**config.mk**
```make
export PLATFORM = sky130hd
export DESIGN_NAME = tcw_ctrl
export DESIGN_NICKNAME = d
export VERILOG_FILES = /design/src/hdl/tcw_pkg.sv /design/src/hdl/tcw_ctrl.sv
export SDC_FILE = /design/constraint.sdc
export NUM_CORES = 1
export LEC_CHECK = 0
export BUFFER_PORTS_ARGS = -buffer_cell sky130_fd_sc_hd__buf_2
export CORE_AREA = 2 2 39 41
export CTS_CLUSTER_SIZE = 8
export DETAILED_ROUTE_END_ITERATION = 10
export DIE_AREA = 0 0 41 43
export SLEW_MARGIN = 10
export SYNTH_ARGS = -nofsm -noshare
export SYNTH_HDL_FRONTEND = slang
export SYNTH_SLANG_ARGS = --single-unit
```
**constraint.sdc**
```tcl
create_clock -name clk -period 2.9 [get_ports clk]
set_input_delay 0.145 -clock clk [delete_from_list [all_inputs] [get_ports clk]]
set_output_delay 0.145 -clock clk [all_outputs]
set_load 0.01 [all_outputs]
```
**src/hdl/tcw_pkg.sv**
```systemverilog
// ----------------------------------------------------------------------------
// tcw_pkg
// shared types and constants of the text console writer
// ----------------------------------------------------------------------------
package tcw_pkg;

	localparam int LOC_W   = 11;
	localparam int CELL_W  = 16;
	localparam int IDX_W   = 11;
	localparam int CHAR_W  = 8;
	localparam int COLOR_W = 4;
	localparam int TDATA_W = 32;
	localparam int TUSER_W = 2;

	localparam logic [CELL_W-1:0] BLANK_CELL  = 16'h0F20;
	localparam logic [CHAR_W-1:0] CH_BS       = 8'h08;
	localparam logic [CHAR_W-1:0] CH_TAB      = 8'h09;
	localparam logic [CHAR_W-1:0] CH_LF       = 8'h0A;
	localparam logic [CHAR_W-1:0] CH_CR       = 8'h0D;
	localparam logic [CHAR_W-1:0] CH_PRINT_LO = 8'h20;
	localparam logic [CHAR_W-1:0] CH_PRINT_HI = 8'h7F;

	typedef enum logic [1:0] {
		OP_PUT   = 2'd0,
		OP_CLEAR = 2'd1,
		OP_READ  = 2'd2
	} op_t;

	typedef enum logic {
		SW_CLEAR  = 1'b0,
		SW_SCROLL = 1'b1
	} sweep_t;

	typedef enum logic [1:0] {
		ST_INIT,
		ST_IDLE,
		ST_SWEEP,
		ST_DONE
	} state_t;

	typedef struct packed {
		logic take;
		logic sweep_run;
		logic out_load;
	} cmd_t;

	typedef struct packed {
		logic need_sweep;
		logic sweep_last;
		logic out_free;
	} sts_t;

endpackage

```
**src/hdl/tcw_ctrl.sv**
```systemverilog
// ----------------------------------------------------------------------------
// tcw_ctrl
// sequencer: request intake, screen sweeps and result hand-off
// ----------------------------------------------------------------------------
module tcw_ctrl
	import tcw_pkg::*;
(
	input  logic   clk,
	input  logic   arst_n,
	input  logic   s_tvalid,
	output logic   s_tready,
	input  sts_t   sts,
	output cmd_t   cmd
);

	state_t state_q;
	state_t state_nxt;

	always_ff @(posedge clk or negedge arst_n) begin
		if (!arst_n) begin
			state_q <= ST_INIT;
		end else begin
			state_q <= state_nxt;
		end
	end

	always_comb begin
		state_nxt = state_q;
		case (state_q)
			ST_INIT: begin
				if (sts.sweep_last) begin
					state_nxt = ST_IDLE;
				end
			end
			ST_IDLE: begin
				if (s_tvalid) begin
					state_nxt = sts.need_sweep ? ST_SWEEP : ST_DONE;
				end
			end
			ST_SWEEP: begin
				if (sts.sweep_last) begin
					state_nxt = ST_DONE;
				end
			end
			ST_DONE: begin
				if (sts.out_free) begin
					state_nxt = ST_IDLE;
				end
			end
			default: state_nxt = ST_INIT;
		endcase
	end

	always_comb begin
		s_tready      = 1'b0;
		cmd.take      = 1'b0;
		cmd.sweep_run = 1'b0;
		cmd.out_load  = 1'b0;
		case (state_q)
			ST_INIT: begin
				cmd.sweep_run = 1'b1;
			end
			ST_IDLE: begin
				s_tready = 1'b1;
				cmd.take = s_tvalid;
			end
			ST_SWEEP: begin
				cmd.sweep_run = 1'b1;
			end
			ST_DONE: begin
				cmd.out_load = sts.out_free;
			end
			default: begin
				s_tready = 1'b0;
			end
		endcase
	end

endmodule

```
==> summary.txt, run 1 <==
Sink Count - 2
Final Setup Violations - 0
layout cells sized above 1 - 45.5%
final period utilization - 51.3%
Leakage - 0.161 nW
CP Launch Type - flip-flop
EDFF count, synth - 0
yosys warns - 0
cells along the critical path - inv_1 > ha_1 > or2_2 > buf_2
CTS H-tree lvls - 1
Hold Path Class - primary input to asynchronous set/reset pin
Avg Cell Area, Syn - 10.2 um2
# port buffers - 9
Reg2Reg Depth - 5
WL/cell - 6.88 um
worst-margin pin slew - 0.202 ns
Max Slew Vio Count - 0
first-pass GRT wire length - 579 um
Overflow after GRT - 0
Mapped Area - 204 um2
First DRT Iteration DRCs - 2
Distinct cells, synth - 10
CTS root buffer - clkbuf_4
Max-Slew Margin vs Limit - 86.5%
post-route ant nets - 0
initial antenna violation count - 0
largest net degree at the start of global routing - 6
Async SR Flop Fraction - 100%
Clock Latency Late Sink - 0.22 ns
drt pass-1 iters - 2
Worst EP required - 2.76 ns
CTS Buffer Depth - 2
nets - 46
CTS resizes - 0
TritonCTS Buffers - 3
vias per cell - 3.47
Synth Flop Type - dfrtp_1
area grow syn2layout - 47.9%
max incr delay on CP - 0.38 ns
hpwl dp - 318 um
max reg flops - 2
Starting Density - 14.7%
worst-path maximum fanout - 4
Die H - 43 um
Commonest cells post-synth - 5 x ha_1, 4 x inv_1, 2 x and2_1, 2 x dfrtp_1, 2 x mux2_1
top-count cell post-synth - ha_1
Max Freq - 672 MHz
Post-Syn Instances - 20
Mapped Nets - 31
via count - 170
Crit-path slowest cell - dfrtp_1
Setup TNS - 0 ns
placeable core area - 1380 um2
CTS tree - built
area leader, netlist - ha_1
RSZ-0062 raised after global routing - false
final hold violation count - 0
Post-DP Area - 269 um2
Clock transition at path regs - 0.03 ns
row cnt - 14
number of global-route vias before repair - 171
top flop regs - state_q x2
DIE AREA - 1760 um2
final WL - 337 um
Final Cell Area - 302 um2
CP Capture Type - output pin
Setup CP Type - flip-flop to output pin
status - completed
Top Ports - 10
PD cells - 994 nW/um2
Antenna Cells - 0
maximum vdd ir drop - 0.324 mV
clk_skew - 0.00236 ns
Worst EP arrival - 1.34 ns
synth top area cells - ha_1 31%, dfrtp_1 25%, mux2_1 11%, inv_1 7.4%, o221ai_2 7.4%
Die W - 41 um
placer congestion estimate - 0.575
Top reg by flops - state_q
share of the synthesized area in the top cell type - 30.7%
gr usage total - 5.13%
Seq cells post-synth - 2
sequential element share of the synthesized area - 24.5%
Max Cap Viol - 0
minimum clock period - 1.49 ns
DRC - 0
timing repair:
| item | 4_1_cts | 5_1_grt |
|---|---|---|
| buffers inserted | 0 | 0 |
| hold buffers | 1 | 0 |
| hold endpoints to repair | 2 | 0 |
cells by family after synthesis:
kind of cell | Yosys count | share of synthesized area, %
AO/OA/AOI/OAI | 2 | 11.0
AND/OR/NAND/NOR | 5 | 15.3
buffers and inverters | 4 | 7.36
adder cells (fa/ha/maj) | 5 | 30.7
flip-flops | 2 | 24.5
multiplexers | 2 | 11.0
cell usage in the layout (no fill, tap or decap), drive strengths merged:
master / n
ha: 5
and2: 2
nand2b: 1
dfrtp: 2
o211ai: 1
clkbuf: 3
o221ai: 1
inv: 4
nor2: 1
or2: 1
buf: 9
mux2: 2
dlygate4sd3: 1
critical path, delay by kind of cell, from the launching register on:
family        cells  cell delay [ns]
buf+inv           2             0.23
simple gates      1             0.29
fa+ha+maj         1             0.22
flops             1             0.38
where the power goes:
group	switching, mW	internal (mW)
combinational	0.0888	0.0914
clock	0.0140	0.0455
sequential	0.0159	0.0439
total	0.119	0.181
final cells by class:
type / instances / area [um2]
inverter: 4 / 15.0
multi-input combinational: 14 / 139
timing repair buffer: 10 / 55.1
tap: 16 / 20.0
fill: 155 / 1080
clock buffer: 3 / 22.5
sequential: 2 / 50.0
per-layer routing:
layer	routed length, um	share of wire, %	vias to the layer above	track usage [%]
met2	159	47	6	6.88
met3	29	8.6	0	4.71
li1	-	-	90	-
met5	0	0	-	0
met4	0	0	0	2.00
met1	149	44	74	5.48
through the flow:
step	worst slack (ns)	hold WS, ns	util [%]	cells	total power, mW
detailed placement	1.45	-0.0675	19.4	45	0.245
global placement	1.47	-0.0665	19.4	45	0.243
finish	1.41	0.236	21.8	49	0.300
CTS	1.40	0.231	21.8	49	0.309
floorplan	1.48	-0.151	-	20	0.193
global route	1.33	0.251	21.8	49	0.335
final timing paths:
| check | start | to | slack [ns] |
|---|---|---|---|
| max | state_q[0]$_DFFE_PN0P_ | cmd[1] | 1.41 |
| min | arst_n | state_q[1]$_DFFE_PN0P_ | 0.24 |
| max reg2reg | state_q[1]$_DFFE_PN0P_ | state_q[0]$_DFFE_PN0P_ | 1.47 |
| min reg2reg | state_q[0]$_DFFE_PN0P_ | state_q[0]$_DFFE_PN0P_ | 0.57 |
| max in group asynchronous | arst_n | state_q[0]$_DFFE_PN0P_ | 2.57 |
| min in group clk | sts[2] | state_q[0]$_DFFE_PN0P_ | 0.32 |
Power figures use the tool's default switching activity.
==> run 2, diff against run 1 <==
Clock period 2.9 ns to 1.5 ns, I/O delays scaled along.
==> summary.txt, run 2 (same netlist as run 1, synthesis figures left out) <==
WL/cell - 7.80 um (+13%)
Setup CP Type - flip-flop to flip-flop
CTS root buffer - clkbuf_4
Max Freq - 701 MHz
Setup TNS - 0 ns (unchanged)
maximum vdd ir drop - 0.555 mV (+71%)
vias per cell - 3.47 (unchanged)
final period utilization - 95.1%
placeable core area - 1380 um2 (unchanged)
Sink Count - 2 (unchanged)
Max-Slew Margin vs Limit - 87.5% (+0.97 points)
Final Setup Violations - 0 (unchanged)
Leakage - 0.159 nW (-1.6%)
Sw Ratio - 40.4% (+0.71 points)
DRC - 0 (unchanged)
pre-CTS WS - 0.0357 ns (-1.42 ns)
Seq pwr share - 21.1% (+1.1 points)
largest net degree at the start of global routing - 6 (unchanged)
gr usage total - 5.82% (+0.70 points)
First DRT Iteration DRCs - 0 (-2)
drt pass-1 iters - 1 (-1)
placer congestion estimate - 0.619 (+7.6%)
Die H - 43 um (unchanged)
Clock transition at path regs - 0.03 ns (about the same)
NetSw - 239 uW (+100%)
Worst EP arrival - 1.52 ns (+0.18 ns)
CTS tree - built
Hold WS - 0.165 ns (-0.0702 ns)
Post-DP Area - 269 um2 (unchanged)
Placed Instances - 45 (unchanged)
CP Capture Type - flip-flop
minimum clock period - 1.43 ns
nets - 46 (unchanged)
hpwl dp - 319 um (+0.28%)
number of global-route vias before repair - 164 (-4.1%)
initial antenna violation count - 0 (unchanged)
Cell Count, Final, Fillers Out - 49 (unchanged)
most common cell after layout, fill and taps aside - buf_2
worst setup margin - 0.0732 ns (-1.34 ns)
Highest Signal Layer - met3
PD cells - 1950 nW/um2 (+97%)
Hold Path Class - primary input to asynchronous set/reset pin
Antenna Cells - 0 (unchanged)
# port buffers - 9 (unchanged)
Clk pwr share - 19.8% (about the same)
area grow syn2layout - 48.5%
Top reg by flops - state_q
CTS H-tree lvls - 1 (unchanged)
status - completed
Int Power - 353 uW (+95%)
final hold violation count - 0 (unchanged)
Max Slew Vio Count - 0 (unchanged)
Die W - 41 um (unchanged)
clk_skew - 0.00230 ns (-0.0000621 ns)
DIE AREA - 1760 um2 (unchanged)
TritonCTS Buffers - 3 (unchanged)
RSZ-0062 raised after global routing - false
worst-margin pin slew - 0.188 ns (-0.0146 ns)
top flop regs - state_q x2
Worst EP required - 1.60 ns (-1.16 ns)
worst-path maximum fanout - 5 (+1)
met3 WL - 32 um (+10%)
CP Launch Type - flip-flop
Final Cell Area - 303 um2 (+0.41%)
first-pass GRT wire length - 593 um (+2.4%)
post-route ant nets - 0 (unchanged)
routed length on met1 - 163 um (+9.4%)
via count - 170 (unchanged)
layout cells sized above 1 - 51.5% (+6.1 points)
Clock Latency Late Sink - 0.22 ns (about the same)
CTS Buffer Depth - 2 (unchanged)
Top Ports - 10 (unchanged)
row cnt - 14 (unchanged)
Max Cap Viol - 0 (unchanged)
final WL - 382 um (+13%)
Logic pwr share - 59.0% (-1.2 points)
Starting Density - 14.7% (unchanged)
Layout fillers - 154 (-0.65%)
commonest cells after routing, fill and taps aside - 9 x buf_2, 5 x ha_1, 3 x inv_1, 3 x clkbuf_4
met2 routed WL - 186 um (+17%)
max reg flops - 2 (unchanged)
setup bufs post-CTS - 0 (unchanged)
Overflow after GRT - 0 (unchanged)
-- run 2: cell types whose count changed in the layout (fill, tap and decap cells not counted) --
cell,before,now
dfrtp_2,0,1
inv_1,4,3
inv_2,0,1
dfrtp_1,2,1
-- run 2: final timing paths --
path | slack (ns) | from | end | depth (start not counted)
max | 0.07 | state_q[1]$_DFFE_PN0P_ | state_q[0]$_DFFE_PN0P_ | 5
min | 0.17 | arst_n | state_q[0]$_DFFE_PN0P_ | 2
max reg2reg | 0.07 | state_q[1]$_DFFE_PN0P_ | state_q[0]$_DFFE_PN0P_ | 5
min reg2reg | 0.57 | state_q[1]$_DFFE_PN0P_ | state_q[1]$_DFFE_PN0P_ | 1
max in group asynchronous | 1.23 | arst_n | state_q[1]$_DFFE_PN0P_ | 2
min in group clk | 0.27 | sts[2] | state_q[0]$_DFFE_PN0P_ | 3
-- run 2: per-layer routing --
metal  up-vias  GRT usage [%]
met3         0           3.14
met2         6           7.50
met5         -              0
met4         0           8.00
li1         94              -
met1        70           5.14
-- run 2: power groups by stage --
| stage | logic, mW | clock network, mW | registers [mW] |
|---|---|---|---|
| 6_report | 0.349 | 0.117 | 0.125 |
| 5_1_grt | 0.394 | 0.134 | 0.131 |
| 4_1_cts | 0.356 | 0.127 | 0.121 |
| 3_5_place_dp | 0.353 | 0 | 0.121 |
| 3_3_place_gp | 0.346 | 0 | 0.120 |
| 2_1_floorplan | 0.264 | 0 | 0.110 |
-- run 2: repair_timing --
item,4_1_cts,5_1_grt
endpoints found under the hold margin,2,0
hold buffers,1,0
resized for setup,0,2
endpoints found under the setup margin,0,2
-- run 2: metrics by stage --
stage,power (mW),utilization [%]
floorplan,0.374,-
global placement,0.466,19.4
detailed placement,0.475,19.4
CTS,0.604,21.8
global route,0.659,21.9
finish,0.591,21.9
-- run 2: final cells by class --
| class | count | area [um2] | share of cell area, % |
|---|---|---|---|
| inverter | 4 | 15.0 | 4.96 |
| tap | 16 | 20.0 | 6.61 |
| clock buffer | 3 | 22.5 | 7.44 |
| sequential | 2 | 51.3 | 16.9 |
| timing repair buffer | 10 | 55.1 | 18.2 |
| multi-input combinational | 14 | 139 | 45.9 |
-- run 2: critical path: stages, from the launching register on --
cell and delay [ns]:
dfrtp_2 0.43, inv_1 0.09, ha_1 0.18, inv_1 0.07, o221ai_2 0.19, mux2_1 0.35
